<file path="config.mk">
export PLATFORM = sky130hd
export DESIGN_NAME = onewire_rom_search_unit
export DESIGN_NICKNAME = d
export VERILOG_FILES = /design/src/rtl/ors_pkg.sv /design/src/rtl/ors_in_stage.sv /design/src/rtl/ors_core.sv /design/src/rtl/ors_out_stage.sv /design/src/rtl/onewire_rom_search_unit.sv
export SDC_FILE = /design/constraint.sdc
export NUM_CORES = 1
export LEC_CHECK = 0
export ABC_AREA = 1
export CAP_MARGIN = 20
export CELL_PAD_IN_SITES_DETAIL_PLACEMENT = 1
export CELL_PAD_IN_SITES_GLOBAL_PLACEMENT = 2
export CORE_MARGIN = 5
export CORE_UTILIZATION = 42
export DETAILED_ROUTE_END_ITERATION = 6
export DONT_BUFFER_PORTS = 1
export PLACE_DENSITY_LB_ADDON = 0.05
export SYNTH_ARGS = -nofsm -noshare
export SYNTH_HDL_FRONTEND = slang
export SYNTH_SLANG_ARGS = --single-unit
</file>
<file path="constraint.sdc">
create_clock -name clk -period 5.6 [get_ports clk]
set_clock_uncertainty 0.15 [all_clocks]
set_input_delay 0.56 -clock clk [delete_from_list [all_inputs] [get_ports clk]]
set_output_delay 0.56 -clock clk [all_outputs]
set_load 0.03 [all_outputs]
</file>
<file path="src/rtl/ors_pkg.sv">
// Shared types and constants for the one-wire ROM search decision engine.
// Used by every module of the block; has no dependencies of its own.

package ors_pkg;

	// Width of the ROM code being searched, in bits.
	localparam int ROM_BITS = 64;
	// Bit position counter holds 1 to ROM_BITS.
	localparam int POS_W = $clog2(ROM_BITS + 1);
	localparam int BIT_IDX_W = $clog2(ROM_BITS);
	// Family discrepancy only tracks positions below this limit.
	localparam int FAMILY_LIMIT = 9;
	localparam int FAM_W = 4;
	localparam int ROM_OUT_W = 64;

	localparam logic [7:0] CMD_NORMAL = 8'hF0;
	localparam logic [7:0] CMD_ALARM = 8'hEC;

	typedef enum logic [1:0] {
		OP_BEGIN = 2'd0,
		OP_BIT = 2'd1,
		OP_RESET = 2'd2
	} opcode_t;

	typedef enum logic [2:0] {
		K_CMD = 3'd0,
		K_WRITE = 3'd1,
		K_NOPRES = 3'd2,
		K_NOMORE = 3'd3,
		K_NORESP = 3'd4,
		K_IGNORED = 3'd5
	} kind_t;

	typedef struct packed {
		opcode_t opcode;
		logic presence;
		logic id_bit;
		logic complement_bit;
	} item_t;

	typedef struct packed {
		kind_t kind;
		logic [7:0] command_byte;
		logic direction;
		logic pass_done;
		logic found;
		logic last_device;
		logic [ROM_OUT_W-1:0] rom_address;
		logic [FAM_W-1:0] family_discrepancy;
	} result_t;

	typedef struct packed {
		logic pass_active;
		logic [POS_W-1:0] bit_position;
	} status_t;

endpackage

</file>
<file path="src/rtl/ors_in_stage.sv">
// Input register of the ROM search engine: holds one item until the core takes it.
// Depends on ors_pkg for the item type.

module ors_in_stage import ors_pkg::*; (
	input logic clk,
	input logic arst_n,
	input logic in_valid,
	output logic in_ready,
	input item_t in_item,
	output logic valid_s1,
	output item_t item_s1,
	input logic advance
);

	// The stage can load when empty or when its item moves on this cycle.
	assign in_ready = !valid_s1 || advance;

	// Valid flag of the input stage.
	always_ff @(posedge clk or negedge arst_n) begin
		if (!arst_n) begin
			valid_s1 <= 1'b0;
		end else if (in_ready) begin
			valid_s1 <= in_valid;
		end
	end

	// Payload of the input stage; needs no reset.
	always_ff @(posedge clk) begin
		if (in_ready && in_valid) begin
			item_s1 <= in_item;
		end
	end

endmodule

</file>
<file path="src/rtl/ors_core.sv">
// Search state and per-item decision logic of the ROM search engine.
// Depends on ors_pkg for item, result and status types and the command bytes.

module ors_core import ors_pkg::*; (
	input logic clk,
	input logic arst_n,
	input logic conditional_search,
	input item_t item,
	input logic fire,
	output result_t result,
	output status_t status
);

	logic [ROM_BITS-1:0] rom_q, rom_n;
	logic [POS_W-1:0] last_disc_q, last_disc_n;
	logic last_dev_q, last_dev_n;
	logic [FAM_W-1:0] fam_q, fam_n;
	logic [POS_W-1:0] bit_pos_q, bit_pos_n;
	logic [POS_W-1:0] zero_pos_q, zero_pos_n;
	logic pass_q, pass_n;

	logic [BIT_IDX_W-1:0] bit_idx;
	logic dir;
	logic is_done;

	assign bit_idx = BIT_IDX_W'(bit_pos_q - POS_W'(1));
	assign is_done = (bit_pos_q >= POS_W'(ROM_BITS));

	// Direction choice: a differing pair dictates the bit, a discrepancy
	// follows the previous pass below the last discrepancy, takes one at it and zero above it.
	always_comb begin
		if (item.id_bit != item.complement_bit) begin
			dir = item.id_bit;
		end else if (bit_pos_q < last_disc_q) begin
			dir = rom_q[bit_idx];
		end else begin
			dir = (bit_pos_q == last_disc_q);
		end
	end

	// Next state and result for the item at the head of the input stage.
	always_comb begin
		rom_n = rom_q;
		last_disc_n = last_disc_q;
		last_dev_n = last_dev_q;
		fam_n = fam_q;
		bit_pos_n = bit_pos_q;
		zero_pos_n = zero_pos_q;
		pass_n = pass_q;
		result = '0;
		result.kind = K_IGNORED;

		unique case (item.opcode)
			OP_BEGIN: begin
				pass_n = 1'b0;
				bit_pos_n = POS_W'(1);
				zero_pos_n = '0;
				if (last_dev_q) begin
					last_disc_n = '0;
					last_dev_n = 1'b0;
					fam_n = '0;
					result.kind = K_NOMORE;
				end else if (!item.presence) begin
					last_disc_n = '0;
					last_dev_n = 1'b0;
					fam_n = '0;
					result.kind = K_NOPRES;
				end else begin
					pass_n = 1'b1;
					result.kind = K_CMD;
					result.command_byte = conditional_search ? CMD_ALARM : CMD_NORMAL;
				end
			end
			OP_RESET: begin
				rom_n = '0;
				last_disc_n = '0;
				last_dev_n = 1'b0;
				fam_n = '0;
				pass_n = 1'b0;
				bit_pos_n = POS_W'(1);
				zero_pos_n = '0;
			end
			OP_BIT: begin
				if (pass_q) begin
					if (item.id_bit && item.complement_bit) begin
						// No device answered the slot: the pass is abandoned.
						last_disc_n = '0;
						last_dev_n = 1'b0;
						fam_n = '0;
						pass_n = 1'b0;
						bit_pos_n = POS_W'(1);
						zero_pos_n = '0;
						result.kind = K_NORESP;
					end else begin
						if ((item.id_bit == item.complement_bit) && !dir) begin
							zero_pos_n = bit_pos_q;
							if (bit_pos_q < POS_W'(FAMILY_LIMIT)) begin
								fam_n = bit_pos_q[FAM_W-1:0];
							end
						end
						rom_n[bit_idx] = dir;
						result.kind = K_WRITE;
						result.direction = dir;
						if (is_done) begin
							// End of the pass: record where the next pass turns.
							result.pass_done = 1'b1;
							last_disc_n = zero_pos_n;
							last_dev_n = last_dev_q || (zero_pos_n == '0);
							if (rom_n[7:0] == 8'h00) begin
								last_disc_n = '0;
								last_dev_n = 1'b0;
								fam_n = '0;
							end else begin
								result.found = 1'b1;
								result.last_device = last_dev_n;
								result.rom_address = ROM_OUT_W'(rom_n);
							end
							pass_n = 1'b0;
							bit_pos_n = POS_W'(1);
							zero_pos_n = '0;
						end else begin
							bit_pos_n = bit_pos_q + POS_W'(1);
						end
						result.family_discrepancy = fam_n;
					end
				end
			end
			default: begin
				result.kind = K_IGNORED;
			end
		endcase
	end

	// Search state registers, updated when an item leaves the input stage.
	always_ff @(posedge clk or negedge arst_n) begin
		if (!arst_n) begin
			rom_q <= '0;
			last_disc_q <= '0;
			last_dev_q <= 1'b0;
			fam_q <= '0;
			bit_pos_q <= POS_W'(1);
			zero_pos_q <= '0;
			pass_q <= 1'b0;
		end else if (fire) begin
			rom_q <= rom_n;
			last_disc_q <= last_disc_n;
			last_dev_q <= last_dev_n;
			fam_q <= fam_n;
			bit_pos_q <= bit_pos_n;
			zero_pos_q <= zero_pos_n;
			pass_q <= pass_n;
		end
	end

	assign status.pass_active = pass_q;
	assign status.bit_position = bit_pos_q;

endmodule

</file>
<file path="src/rtl/ors_out_stage.sv">
// Result register of the ROM search engine, holding one item for the output side.
// Depends on ors_pkg for the result type.

module ors_out_stage import ors_pkg::*; (
	input logic clk,
	input logic arst_n,
	input logic valid_s1,
	input result_t result,
	output logic advance,
	output logic out_valid,
	input logic out_ready,
	output result_t out_result
);

	// The register takes a new item when empty or when its item is taken.
	assign advance = !out_valid || out_ready;

	// Valid flag of the result register.
	always_ff @(posedge clk or negedge arst_n) begin
		if (!arst_n) begin
			out_valid <= 1'b0;
		end else if (advance) begin
			out_valid <= valid_s1;
		end
	end

	// Result payload; needs no reset.
	always_ff @(posedge clk) begin
		if (advance && valid_s1) begin
			out_result <= result;
		end
	end

endmodule

</file>
<file path="src/rtl/onewire_rom_search_unit.sv">
// Top level of the one-wire ROM search decision engine.
// An accepted item enters the input register and its result the result register.
// Throughput: one item per cycle unless m_tready stalls; set by the single step
// of search state update between the input register and the result register.
// Reset (arst_n low, asynchronous): search state, ROM register and the
// conditional search register clear, the bit position returns to one.

module onewire_rom_search_unit import ors_pkg::*; (
	input logic clk,
	input logic arst_n,
	input logic s_tvalid,
	output logic s_tready,
	input logic [7:0] s_tdata,    // [0] presence, [1] id_bit, [2] complement_bit, rest zero
	input logic [1:0] s_tuser,    // [1:0] opcode
	output logic m_tvalid,
	input logic m_tready,
	output logic [79:0] m_tdata,  // [7:0] command_byte, [8] direction, [9] pass_done,
	                              // [10] found, [11] last_device, [75:12] rom_address,
	                              // [79:76] family_discrepancy
	output logic [2:0] m_tuser,   // [2:0] kind
	input logic cfg_valid,
	output logic cfg_ready,
	input logic cfg_data
);

	item_t in_item;
	item_t item_s1;
	logic valid_s1;
	logic advance;
	logic fire;
	logic cond_q;
	result_t result;
	result_t out_result;
	status_t status;

	// Unpack the input item.
	assign in_item.opcode = opcode_t'(s_tuser);
	assign in_item.presence = s_tdata[0];
	assign in_item.id_bit = s_tdata[1];
	assign in_item.complement_bit = s_tdata[2];

	// Conditional search register.
	assign cfg_ready = 1'b1;
	always_ff @(posedge clk or negedge arst_n) begin
		if (!arst_n) begin
			cond_q <= 1'b0;
		end else if (cfg_valid && cfg_ready) begin
			cond_q <= cfg_data;
		end
	end

	ors_in_stage u_in (
		.clk(clk),
		.arst_n(arst_n),
		.in_valid(s_tvalid),
		.in_ready(s_tready),
		.in_item(in_item),
		.valid_s1(valid_s1),
		.item_s1(item_s1),
		.advance(advance)
	);

	assign fire = valid_s1 && advance;

	ors_core u_core (
		.clk(clk),
		.arst_n(arst_n),
		.conditional_search(cond_q),
		.item(item_s1),
		.fire(fire),
		.result(result),
		.status(status)
	);

	ors_out_stage u_out (
		.clk(clk),
		.arst_n(arst_n),
		.valid_s1(valid_s1),
		.result(result),
		.advance(advance),
		.out_valid(m_tvalid),
		.out_ready(m_tready),
		.out_result(out_result)
	);

	// Pack the result item.
	assign m_tuser = out_result.kind;
	assign m_tdata = {out_result.family_discrepancy, out_result.rom_address,
		out_result.last_device, out_result.found, out_result.pass_done,
		out_result.direction, out_result.command_byte};

	// A found device is only reported on the last write bit of a pass.
	a_found_on_done: assert property (@(posedge clk) disable iff (!arst_n)
		m_tvalid && m_tdata[10] |-> m_tdata[9] && (m_tuser == K_WRITE))
		else $error("found reported outside the end of a pass");

	// Outside a pass the bit position waits at the first bit.
	a_idle_position: assert property (@(posedge clk) disable iff (!arst_n)
		!status.pass_active |-> (status.bit_position == POS_W'(1)))
		else $error("bit position not rewound while no pass is active");

	// An empty result register never holds back the input side.
	a_ready_when_empty: assert property (@(posedge clk) disable iff (!arst_n)
		!m_tvalid |-> s_tready)
		else $error("input stalled with an empty result register");

endmodule
</file>
Yosys cells after proc, flatten, opt, wreduce, memory -nomap -nowiden:

Index checks and enable logic that the tools add are counted.

* flip-flop bits (word level): 182
* input bits: 16
* output and inout port bits: 86

* $add $sub $neg: 2
* order comparisons: 5
* eq/ne operators: 9
* multiplexer cells: 57
* bitwise gates (word level): 5
* reduce and logical (&&, ||, !) cells: 28

Operators by type and width (count)
* 2-to-1 mux 64 bit: 2
* one-hot mux 64 bit (2 select lines): 1
* 2-to-1 mux 7 bit: 16
* 2-to-1 mux 67 bit: 1
* 2-to-1 mux 66 bit: 1
* bitwise mux 64 bit: 1
* 2-to-1 mux 4 bit: 8
* one-hot mux 7 bit (2 select lines): 2
* one-hot mux 7 bit (3 select lines): 1
* 2-to-1 mux 1 bit: 13
* one-hot mux 4 bit (3 select lines): 1
* AND reduction 4 bit: 3
* 2-to-1 mux 3 bit: 3
* zero test 8 bit: 1
* adder 7 x 1 -> 7 bit, second input constant: 1
* equality test 7 bit: 1
* >= comparator 7 bit, second input constant: 1
* zero test 7 bit: 1
* < comparator 6 x 7 -> 1 bit, second input constant: 1
* < comparator 7 x 4 -> 1 bit, second input constant: 1
* < comparator 7 bit: 1
* binary-select mux 1 bit (select 6 bit): 1
* demux 1 bit (select 6 bit): 1
* >= comparator 6 x 1 -> 1 bit, second input constant: 1
* other kinds (28): 42

Longest topological paths before layout:

Gate-level depths: netlist (run 1).

* depth after elaboration: 18
* gate-level depth with buffers: 26
* gate-level depth less buffers: 22

Modules after synthesis:

From an unflattened synthesis (run 1), not the netlist that was laid out.

* cells, all modules: 1076
* area, all modules: 9132.5 sq um

By module, submodules not included
* ors_core: times used 1, cells each 967, area an instance 6341.1 sq um
* ors_out_stage: times used 1, cells each 89, area an instance 2537.4 sq um
* ors_in_stage: times used 1, cells each 11, area an instance 195.2 sq um
* onewire_rom_search_unit: times used 1, cells each 9, area an instance 58.8 sq um

Least setup slack after synthesis (run 1):

OpenSTA, ideal clock, no wires.

* path kind: reg-to-reg
* start point: register u_core.bit_pos_q[0]
* end point: register, netlist name u_out.out_result[58]
* library setup time: 261 ps
* data arrival time: 2886 ps
* setup slack: 2302 ps
* cell stages (with the launch flop): 25
* clock period less this slack: 3298 ps
* path through: dfstp_2 buf_4 inv_4 buf_2 ha_1 buf_4 clkbuf_1 nand2_1 nand2_1 nand2_1 nand2_1 nand2_1 nand3_1 nor2_2 nand2_2 nand3_4 nand3_1 nand2_2 nand2_1 nor2_2 nand2_2 nand2_2 buf_6 buf_8 nor2_2

* longest elaborated chain between the ends: 8

Ends and longest elaborated chain
* start, declared: line ors_core.sv:18 `logic [POS_W-1:0] bit_pos_q, bit_pos_n;`
* start signal, assigned: line ors_core.sv:149 `bit_pos_q <= bit_pos_n;`
* subtractor 6 x 1 -> 6 bit: line ors_core.sv:26 `assign bit_idx = BIT_IDX_W'(bit_pos_q - POS_W'(1));`
* < comparator 6 x 7 -> 1 bit (not written as such) (tied with other cells): line ors_core.sv:101 `rom_n[bit_idx] = dir;`
* logical AND 1 bit (not written as such) or 2-to-1 mux 1 bit (tied branches): line ors_core.sv:101, ors_core.sv:35
* 2-to-1 mux 1 bit, on equally long branches: line ors_core.sv:101, ors_core.sv:34
* demux 1 bit (select 6 bit) or 2-to-1 mux 1 bit (tied branches)
* bitwise mux 64 bit: line ors_core.sv:101
* zero test 8 bit: line ors_core.sv:109 `if (rom_n[7:0] == 8'h00) begin`
* OR reduction 5 bit (no source line)

Several ways; a longest one is shown, not always the timed one. The select of a mux whose other input is x is not followed.
A chain may end at the register's enable or synchronous reset.

Worst setup path in the final report (run 1):

* start point: register u_core.bit_pos_q[0]
* end point: register, netlist name u_out.out_result[41]

* longest elaborated chain between the ends: 8

Ends and longest elaborated chain (line)
* subtractor 6 x 1 -> 6 bit: ors_core.sv:26
* < comparator 6 x 7 -> 1 bit (not written as such) (tied with other cells): ors_core.sv:101
* logical AND 1 bit (not written as such) or 2-to-1 mux 1 bit (tied branches): ors_core.sv:101, ors_core.sv:35
* 2-to-1 mux 1 bit, on equally long branches: ors_core.sv:101, ors_core.sv:34
* demux 1 bit (select 6 bit) or 2-to-1 mux 1 bit (tied branches)
* bitwise mux 64 bit: ors_core.sv:101
* zero test 8 bit: ors_core.sv:109
* OR reduction 5 bit (no source line)

Several ways; a longest one is shown, not always the timed one. The select of a mux whose other input is x is not followed.

==> flow_summary_export.csv, run 1 <==
group,metric,value,unit
worst_hold_path,hold_path_class,"in2reg",
global_route,gr-usage-all-layers,21.5,%
synth,syn-cell-area,9110,sq um
timing,fmax,0.237,GHz
setup_path,crit_type,"reg2reg",
cts,cts_buffers,17,
synth,synth_enable_flop_cells,83,
drt,post-route-drc-count,0,
setup_path,cp.required,5.63,ns
cts,htreeDepth,4,
timing,maxSlewHeadroom,35.4,%
setup_path,end_kind,"register",
power,cellLeakagePower,3.93,nW
floorplanning,die_h,157,microns
global_route,antenna_found_initial,0,
placed_design,gp_congestion,0.742,
global_route,grt_pass1_wl,41100,microns
drt,detail_route.wl_per_cell,19.0,microns
layout,syn_to_final_growth,8.83,%
timing,report.final.slew_viol_count,0,
setup_path,worstRegToRegCells,18,
layout,fillCellCount,2484,
global_route,gr-total-overflow,0,
timing,setup_violations,0,
layout,nets,1080,
synth,yosys_register_bits,177,
cts,clk_pin_slew,0.07,ns
layout,multi_input_area,3470,sq um
synth,synth_most_common_cell,"nand2_1",
placed_design,io_buffers,0,
placed_design,dpl.hpwl,15700,microns
floorplanning,die_w,157,microns
synth,synth_area_per_cell,8.53,sq um
drt,finalWirelength,25400,microns
timing,grt_setup_unrepaired,"no",
setup_path,crit_fanout,30,
setup_path,startpoint_type,"register",
cts,clkSinkCount,177,
synth,async_reset_ff_share,53.1,%
layout,final_layout_size_suffix_gt1_share,11.8,%
synth,yosysUniqueCellTypes,41,
drt,drtAntennaViolNets,0,
worst_hold_path,hold-path-cell-count,0,
floorplanning,row_count,53,
flow_run,max_cap_viol_count,0,
layout,antennaDiodeCount,0,
floorplanning,die-area,24700,sq um
cts,clockRootBuffer,"clkbuf_16",
synth,yosysTopAreaCell,"edfxtp_1",
timing,fin_crit,4.22,ns
timing,hold_viol,0,
cts,clkLatencyLatePin,0.44,ns
floorplanning,ios,102,
layout,seqCellArea,4850,sq um
synth,synth_cells,1068,
cts,cts_buffer_depth,2,
global_route,grt_max_degree,95,
drt,drtIter0Drc,325,
synth,ys.flop_type,"dfrtp_1",
synth,synth_warnings,0,
timing,tightestPinTransition,0.969,ns
cts,cts_tree,"built",
drt,viasPerCell,5.27,
layout,final_cells,1338,
setup_path,crit_arrival,4.25,ns
placed_design,dp.cells,1304,
floorplanning,core_area,21200,sq um
synth,ys_seq_area_share,53.2,%
synth,synth_top_area_share,27.4,%
synth,synth.area.top_cells,"edfxtp_1, dfrtp_1, nand2_1, nor2_1, o22ai_1",
timing,period_share,75.3,%
run_status,status,"completed",
power,irDropWorstVdd,0.293,mV
floorplanning,floorplan.initialDensity,43.1,%
drt,firstDrtPassIters,5,
global_route,grt_pass1_vias,7492,
power,p_per_area,539,nW/um^2
timing,fin_setup_tns,0,ns
synth,synth_common_cells,"nand2_1, nor2_1, inv_1",
drt,num_vias,7050,
==> through the flow <==
stage | hold WS, ns | power (mW) | setup slack (ns) | cell area (sq um) | utilization [%]
floorplan | 0.114 | 3.45 | 2.30 | 9110 | -
global placement | 0.118 | 4.04 | 1.40 | 9250 | 43.7
detailed placement | 0.117 | 4.07 | 1.37 | 9250 | 43.7
CTS | 0.0412 | 5.40 | 1.34 | 9910 | 46.9
global route | 0.0348 | 5.73 | 1.06 | 9910 | 46.9
finish | 0.0567 | 5.34 | 1.38 | 9910 | 46.9
==> flip-flops by register name (all words and copies together) (netlist names), 4 cells and up <==
register	flops
u_core.bit_pos_q	7
u_core.fam_q	4
u_core.last_disc_q	7
u_core.rom_q	64
u_core.zero_pos_q	7
u_in.item_s1	5
u_out.out_result	78
==> worst paths after layout <==
check / startpoint / to / slack, ns
max: u_core.bit_pos_q[0]$_DFFE_PN1P_ / u_out.out_result[41]$_SDFFCE_PP0P_ / 1.38
min: s_tdata[0] / u_in.item_s1[2]$_DFFE_PP_ / 0.06
max reg2reg: u_core.bit_pos_q[0]$_DFFE_PN1P_ / u_out.out_result[41]$_SDFFCE_PP0P_ / 1.38
min reg2reg: u_core.last_disc_q[5]$_DFFE_PN0P_ / u_core.last_disc_q[5]$_DFFE_PN0P_ / 0.33
max in group asynchronous: arst_n / u_core.rom_q[50]$_DFFE_PN0P_ / 4.31
min in group asynchronous: arst_n / u_core.fam_q[3]$_DFFE_PN0P_ / 0.56
==> timing repair <==
item / in CTS / in global routing
gates resized for setup: 0 / 0
endpoints found under the hold margin: 94 / 0
setup buffers: 0 / 0
hold buffers: 2 / 0
==> power by group <==
group	total, mW	switching (mW)	internal (mW)
clock network	1.30	0.562	0.737
registers	1.88	0.271	1.61
logic	2.16	1.58	0.583
total	5.34	2.41	2.93
==> area by class of cell <==
| cell class | instances | share of cell area [%] |
|---|---|---|
| clock buffers | 19 | 4.57 |
| clock inverters | 13 | 1.73 |
| inverters | 131 | 5.02 |
| multi-input cells | 710 | 35.0 |
| flip-flops and latches | 177 | 48.9 |
| well taps | 275 | 3.47 |
| repair buffers | 13 | 1.34 |
==> placed cells by master, fill, tap and decap left out, drive strengths merged <==
cell type      n
a31oi          1
nand2        268
o2111ai        1
conb           3
dfrtp         93
o22ai         74
edfxtp        83
nand4          2
nor3           3
or2            8
clkbuf        19
nand3         36
mux2i          4
nor2         174
a31o           1
a2111o         1
o21ai        108
dlygate4sd3    1
bufinv         3
clkinv         9
inv          131
buf           12
clkinvlp       1
dfstp          1
ha            14
a21oi         11
a32o           1
==> worst max-delay path: stages, from the launching register on <==
cell	delay, ns
dfstp_2	0.56
inv_4	0.12
ha_1	0.27
or2_1	0.24
nand2_1	0.36
inv_2	0.23
nand2_1	0.12
nand2_1	0.08
nand2_1	0.07
nand3_1	0.08
nor2_2	0.11
nand2_2	0.08
nand2_1	0.07
nand2_2	0.21
o21ai_4	0.43
buf_4	0.41
nand2_1	0.09
o21ai_1	0.19
nor2_2	0.06
==> logic make-up after synthesis <==
kind of cell / count (synthesis) / share of synthesized area (%)
AND/OR/NAND/NOR: 491 / 23.1
other: 2 / 0.0825
adder cells (fa/ha/maj): 14 / 1.92
flip-flops: 177 / 53.2
AO/OA/AOI/OAI: 198 / 12.2
buffers and inverters: 182 / 9.11
multiplexers: 4 / 0.440
==> layer usage <==
metal | part of all wire [%] | up-vias | global-route usage, %
li1 | - | 3453 | -
met5 | 0 | - | 0
met4 | 1.0 | 0 | 5.04
met2 | 48 | 132 | 35.9
met3 | 4.6 | 18 | 4.76
met1 | 46 | 3447 | 28.7
Power figures use the tool's default switching activity.
==> run 2: changes to the inputs <==
--- a/config.mk
+++ b/config.mk
@@ -10,7 +10,7 @@
 export CELL_PAD_IN_SITES_DETAIL_PLACEMENT = 1
 export CELL_PAD_IN_SITES_GLOBAL_PLACEMENT = 2
 export CORE_MARGIN = 5
-export CORE_UTILIZATION = 42
+export CORE_UTILIZATION = 35
 export DETAILED_ROUTE_END_ITERATION = 6
 export DONT_BUFFER_PORTS = 1
 export PLACE_DENSITY_LB_ADDON = 0.05
==> constraint.sdc (replaced) <==
create_clock -name clk -period 3.4 [get_ports clk]
set_clock_uncertainty 0.15 [all_clocks]
set_input_delay 0.34 -clock clk [delete_from_list [all_inputs] [get_ports clk]]
set_output_delay 0.34 -clock clk [all_outputs]
set_load 0.03 [all_outputs]
==> run 2 against run 1 <==
Against the previous run: non-clock buffer count rose by 79; worst hold slack improved by 0.27 ns; register-to-register slack got worse by 1.2 ns; global-route usage fell by 2.8 points; cell count rose by 10%; sequential power rose by 63%; wire length rose by 10%; combinational power rose by 120%; first-iteration DRC count rose by 7.7%; core utilization fell by 4.7 points; sequential share of layout area fell by 4.3 points; die area rose by 19%; critical endpoint is now u_out.out_result[10]$_SDFFCE_PP0P_; highest routed layer unchanged.
==> flow_summary_export.csv, run 2 (synthesis gave the netlist of run 1 again) <==
group,metric,value,unit
timing,fin_ws,0.172,ns
run_status,status,"completed",
setup_path,r2r_start,"u_core.bit_pos_q[0]$_DFFE_PN1P_",
layout,final_common_cell,"nand2_1",
layout,max_flop_register,"u_out.out_result",
timing,fmax,0.310,GHz
drt,wl_met1,13800,microns
timing,fin_crit,3.23,ns
drt,post-route-drc-count,0,
setup_path,r2r_setup_slack,0.17,ns
power,p_per_area,912,nW/um^2
setup_path,crit_fanout,23,
layout,reg_top3,"u_out.out_result x78, u_core.rom_q x64",
layout,syn_to_final_growth,19.5,%
floorplanning,ios,102,
power,irDropWorstVdd,0.333,mV
setup_path,worstRegToRegCells,15,
layout,fillCellCount,3061,
timing,fin_setup_tns,0,ns
global_route,gr-total-overflow,0,
layout,seqCellArea,4850,sq um
timing,hold_viol,0,
placed_design,place_area,9900,sq um
global_route,grt_max_degree,95,
timing,maxSlewHeadroom,45.7,%
power,cellLeakagePower,4.38,nW
layout,final_layout_size_suffix_gt1_share,17.6,%
cts,clkSinkCount,177,
setup_path,startpoint_type,"register",
layout,antennaDiodeCount,0,
global_route,grt_pass1_vias,7747,
global_route,grt_pass1_wl,42700,microns
placed_design,io_buffers,0,
placed_design,dpl_worst_slack,0.0606,ns
cts,cts_tree,"built",
timing,period_share,94.9,%
drt,viasPerCell,4.89,
power,p_int,5.60,mW
drt,detail_route.wl_per_cell,18.9,microns
timing,holdWs,0.325,ns
drt,num_vias,7222,
floorplanning,die-area,29300,sq um
global_route,gr-usage-all-layers,18.7,%
cts,clk_pin_slew,0.07,ns
layout,design_area,10900,sq um
drt,drtAntennaViolNets,0,
layout,final_cell_mix,"nand2_1, nor2_1, inv_1",
power,seq_power_share,30.9,%
placed_design,dpl.hpwl,17600,microns
drt,highest_layer,"met4",
cts,clockRootBuffer,"clkbuf_16",
drt,met2WireLength,13100,microns
cts,cts_buffer_depth,2,
floorplanning,core_area,25800,sq um
drt,firstDrtPassIters,4,
setup_path,crit_arrival,3.26,ns
power,p_sw_share,43.6,%
setup_path,cp.required,3.43,ns
layout,largest_reg_flops,78,
timing,report.final.slew_viol_count,0,
floorplanning,floorplan.initialDensity,35.2,%
power,pwr-share-comb,47.0,%
cts,cts_buffers,17,
worst_hold_path,hold_path_class,"in2async",
placed_design,gp_congestion,0.763,
setup_path,crit_type,"reg2reg",
drt,drtIter0Drc,350,
timing,setup_violations,0,
power,switchingPower,4.33,mW
setup_path,end_kind,"register",
layout,multi_input_area,3530,sq um
layout,nets,1160,
floorplanning,die_w,171,microns
floorplanning,die_h,171,microns
floorplanning,row_count,59,
power,p_clk_share,22.2,%
cts,clkLatencyLatePin,0.43,ns
setup_path,startpoint,"u_core.bit_pos_q[0]$_DFFE_PN1P_",
cts,htreeDepth,4,
flow_run,max_cap_viol_count,0,
drt,wl_met3,813,microns
global_route,antenna_found_initial,0,
drt,finalWirelength,27900,microns
timing,grt_setup_unrepaired,"yes",
timing,tightestPinTransition,0.815,ns
[run 2: final timing paths]
kind                                                       to
max in group asynchronous         u_core.rom_q[0]$_DFFE_PN0P_
max                        u_out.out_result[10]$_SDFFCE_PP0P_
min                                        cond_q$_DFFE_PN0P_
max reg2reg                u_out.out_result[10]$_SDFFCE_PP0P_
min in group clk            u_core.last_disc_q[5]$_DFFE_PN0P_
min reg2reg                 u_core.last_disc_q[5]$_DFFE_PN0P_
[run 2: power by group through the flow]
| stage | clock (mW) | combinational [mW] | sequential (mW) |
|---|---|---|---|
| after floorplan | 0 | 2.63 | 3.05 |
| after global placement | 0 | 4.41 | 3.11 |
| after detailed placement | 0 | 4.43 | 3.11 |
| after CTS | 2.25 | 4.50 | 3.07 |
| after global routing | 2.35 | 5.16 | 3.12 |
| final | 2.20 | 4.66 | 3.07 |
[run 2: repair_timing]
action | in CTS | in global routing
setup endpoints to repair | 0 | 81
setup buffers | 0 | 2
hold endpoints to repair | 102 | 0
resized for setup | 0 | 15
hold buffers | 11 | 0
[run 2: area by class of cell]
| type | count | share of cell area, % |
|---|---|---|
| Multi-Input combinational cell | 711 | 32.4 |
| Timing Repair Buffer | 92 | 8.76 |
| Tap cell | 335 | 3.85 |
| Clock inverter | 13 | 1.83 |
| Sequential cell | 177 | 44.5 |
| Inverter | 131 | 4.60 |
| Clock buffer | 19 | 3.98 |
[run 2: critical path: stages (launching register included)]
cell and delay (ns):
dfstp_2 0.59, inv_4 0.05, buf_4 0.24, ha_1 0.23, o21ai_0 0.21, a21oi_2 0.12, a31o_2 0.28, nand3_4 0.14
nand3_1 0.08, nand2_1 0.09, nand2_1 0.09, nor2_4 0.17, nand2_4 0.12, nand2_8 0.15, clkbuf_16 0.20, nor2_1 0.05
[run 2: layer usage]
metal	up-vias	track usage (%)
met1	3517	25.0
met4	0	4.13
li1	3606	-
met5	-	0
met3	13	3.22
met2	86	32.2
[run 2: stage by stage]
| step | utilization (%) | std cells | power, mW |
|---|---|---|---|
| 2_1_floorplan | - | 1069 | 5.68 |
| 3_3_place_gp | 38.3 | 1426 | 7.52 |
| 3_5_place_dp | 38.3 | 1426 | 7.55 |
| 4_1_cts | 41.2 | 1469 | 9.82 |
| 5_1_grt | 42.1 | 1478 | 10.6 |
| 6_report | 42.1 | 1478 | 9.93 |
==> run 3: changes to the inputs <==
--- a/config.mk
+++ b/config.mk
@@ -13,7 +13,9 @@
 export CORE_UTILIZATION = 35
 export DETAILED_ROUTE_END_ITERATION = 6
 export DONT_BUFFER_PORTS = 1
-export PLACE_DENSITY_LB_ADDON = 0.05
+export GPL_ROUTABILITY_DRIVEN = 0
+export PLACE_DENSITY_LB_ADDON = 0.12
 export SYNTH_ARGS = -nofsm -noshare
 export SYNTH_HDL_FRONTEND = slang
+export SYNTH_HIERARCHICAL = 1
 export SYNTH_SLANG_ARGS = --single-unit
==> run 3 against run 2 <==
Against the previous run: first-iteration DRC count up 39%; maximum frequency down 2.0%; global-route usage up 0.93 points; critical path type unchanged; wire length up 3.3%.
==> flow_summary_export.csv, run 3 <==
group,metric,value,unit
layout,final_layout_size_suffix_gt1_share,15.5,%
floorplanning,ios,102,
layout,reg_top3,"u_out/out_result x83, u_core/rom_q x64",
setup_path,end_kind,"register",
timing,hold_viol,0,
drt,num_vias,7440,
setup_path,crit_arrival,3.32,ns
timing,report.final.slew_viol_count,0,
global_route,antenna_found_initial,0,
power,irDropWorstVdd,0.396,mV
timing,maxSlewHeadroom,41.3,%
drt,drtIter0Drc,488,
cts,cts_buffer_depth,2,
cts,clockRootBuffer,"clkbuf_16",
layout,antennaDiodeCount,0,
timing,period_share,96.8,%
drt,viasPerCell,4.96,
drt,detail_route.wl_per_cell,19.2,microns
cts,clk_pin_slew,0.07,ns
synth,synth_cells,1075,
floorplanning,die_w,171,microns
placed_design,dpl.hpwl,18700,microns
synth,synth_area_per_cell,8.49,sq um
floorplanning,core_area,25800,sq um
run_status,status,"completed",
global_route,gr-total-overflow,0,
synth,syn-cell-area,9130,sq um
setup_path,cp.required,3.43,ns
timing,setup_violations,0,
setup_path,crit_fanout,7,
floorplanning,die-area,29400,sq um
global_route,grt_pass1_vias,7722,
synth,synth_warnings,6,
cts,cts_tree,"built",
setup_path,startpoint_type,"register",
layout,design_area,11000,sq um
timing,tightestPinTransition,0.881,ns
power,cellLeakagePower,4.59,nW
global_route,grt_pass1_wl,44500,microns
placed_design,io_buffers,0,
drt,firstDrtPassIters,5,
layout,final_common_cell,"nand2_1",
global_route,gr-usage-all-layers,19.7,%
flow_run,max_cap_viol_count,0,
floorplanning,row_count,59,
cts,clkSinkCount,182,
setup_path,crit_type,"reg2reg",
cts,cts_buffers,17,
floorplanning,die_h,171,microns
cts,htreeDepth,4,
power,p_per_area,804,nW/um^2
timing,fin_crit,3.29,ns
worst_hold_path,hold_path_class,"in2async",
cts,clkLatencyLatePin,0.44,ns
floorplanning,floorplan.initialDensity,35.3,%
power,power,8.84,mW
placed_design,place_area,9970,sq um
layout,fillCellCount,3063,
layout,syn_to_final_growth,20.5,%
drt,drtAntennaViolNets,0,
layout,max_flop_register,"u_out/out_result",
timing,fin_setup_tns,0,ns
layout,nets,1181,
layout,final_cells,1499,
drt,finalWirelength,28800,microns
timing,fmax,0.304,GHz
drt,post-route-drc-count,0,
layout,largest_reg_flops,83,
placed_design,dp.cells,1443,
global_route,grt_max_degree,95,
layout,final_cell_mix,"nand2_1, nor2_1, inv_1",
## run 3: cell type report
type	count	area [sq um]	share of cell area, %
flip-flops and latches	182	5000	45.4
multi-input cells	706	3480	31.7
clock buffers	18	439	3.99
repair buffers	104	982	8.93
inverters	140	537	4.88
clock inverters	14	138	1.25
well taps	335	419	3.81
## run 3: routing by layer
metal  track usage [%]  up-vias  wire [microns]
li1                  -     3676               -
met2              33.8      110           14300
met1              26.0     3638           13400
met5                 0        -               0
met4              4.24        0             324
met3              3.75       16             872
## run 3: metrics by stage
stage / hold slack, ns / utilization (%) / setup slack, ns
after floorplan: -0.106 / - / 0.00157
after global routing: 0.358 / 42.6 / -0.0184
after detailed placement: -0.103 / 38.6 / 0.00499
final: 0.321 / 42.6 / 0.107
after CTS: 0.338 / 41.6 / 0.00244
after global placement: -0.102 / 38.6 / -0.00127
## run 3: where the power goes
group	total, mW	switching [mW]	internal [mW]	leakage, nW
sequential	2.81	0.256	2.56	2.16
clock	1.98	0.982	0.996	0.283
combinational	4.05	2.59	1.46	2.15
total	8.84	3.83	5.01	4.59
## run 3: critical path: stages, from the launching register on
cell	delay (ns)
dfstp_2	0.57
inv_2	0.07
ha_4	0.26
inv_4	0.08
buf_4	0.13
nand3_4	0.09
nor2_2	0.11
nor2_1	0.04
nand3_1	0.07
nand3_1	0.09
nand2_1	0.07
nand2_1	0.06
nand2_2	0.09
nand2_4	0.10
nand2_8	0.10
nand2_1	0.07
nand2_1	0.11
nand2_2	0.07
nor2_2	0.18
nand2_4	0.10
nand2_8	0.16
clkbuf_16	0.20
nor2_1	0.05
## run 3: worst paths after layout
path,depth (start not counted),slack [ns],end,startpoint
worst min register to register,2,0.34,u_core/fam_q[2]$_DFFE_PN0P_,u_core/fam_q[2]$_DFFE_PN0P_
worst max register to register,22,0.11,u_out/out_result[59]$_DFFE_PP_,u_core/bit_pos_q[0]$_DFFE_PN1P_
max in group asynchronous,2,2.34,u_core/rom_q[42]$_DFFE_PN0P_,arst_n
min in group clk,2,0.34,u_core/fam_q[2]$_DFFE_PN0P_,u_core/fam_q[2]$_DFFE_PN0P_
worst min-delay path,2,0.32,u_out/out_valid$_DFFE_PN0P_,arst_n
worst max-delay path,22,0.11,u_out/out_result[59]$_DFFE_PP_,u_core/bit_pos_q[0]$_DFFE_PN1P_
## run 3: what timing repair did
item / 4_1_cts / 5_1_grt
gates cloned: 2 / 5
buffers inserted: 0 / 5
resized for setup: 9 / 32
endpoints found under the hold margin: 102 / 0
endpoints found under the setup margin: 39 / 80
hold buffers: 12 / 0
pin swaps: 0 / 7
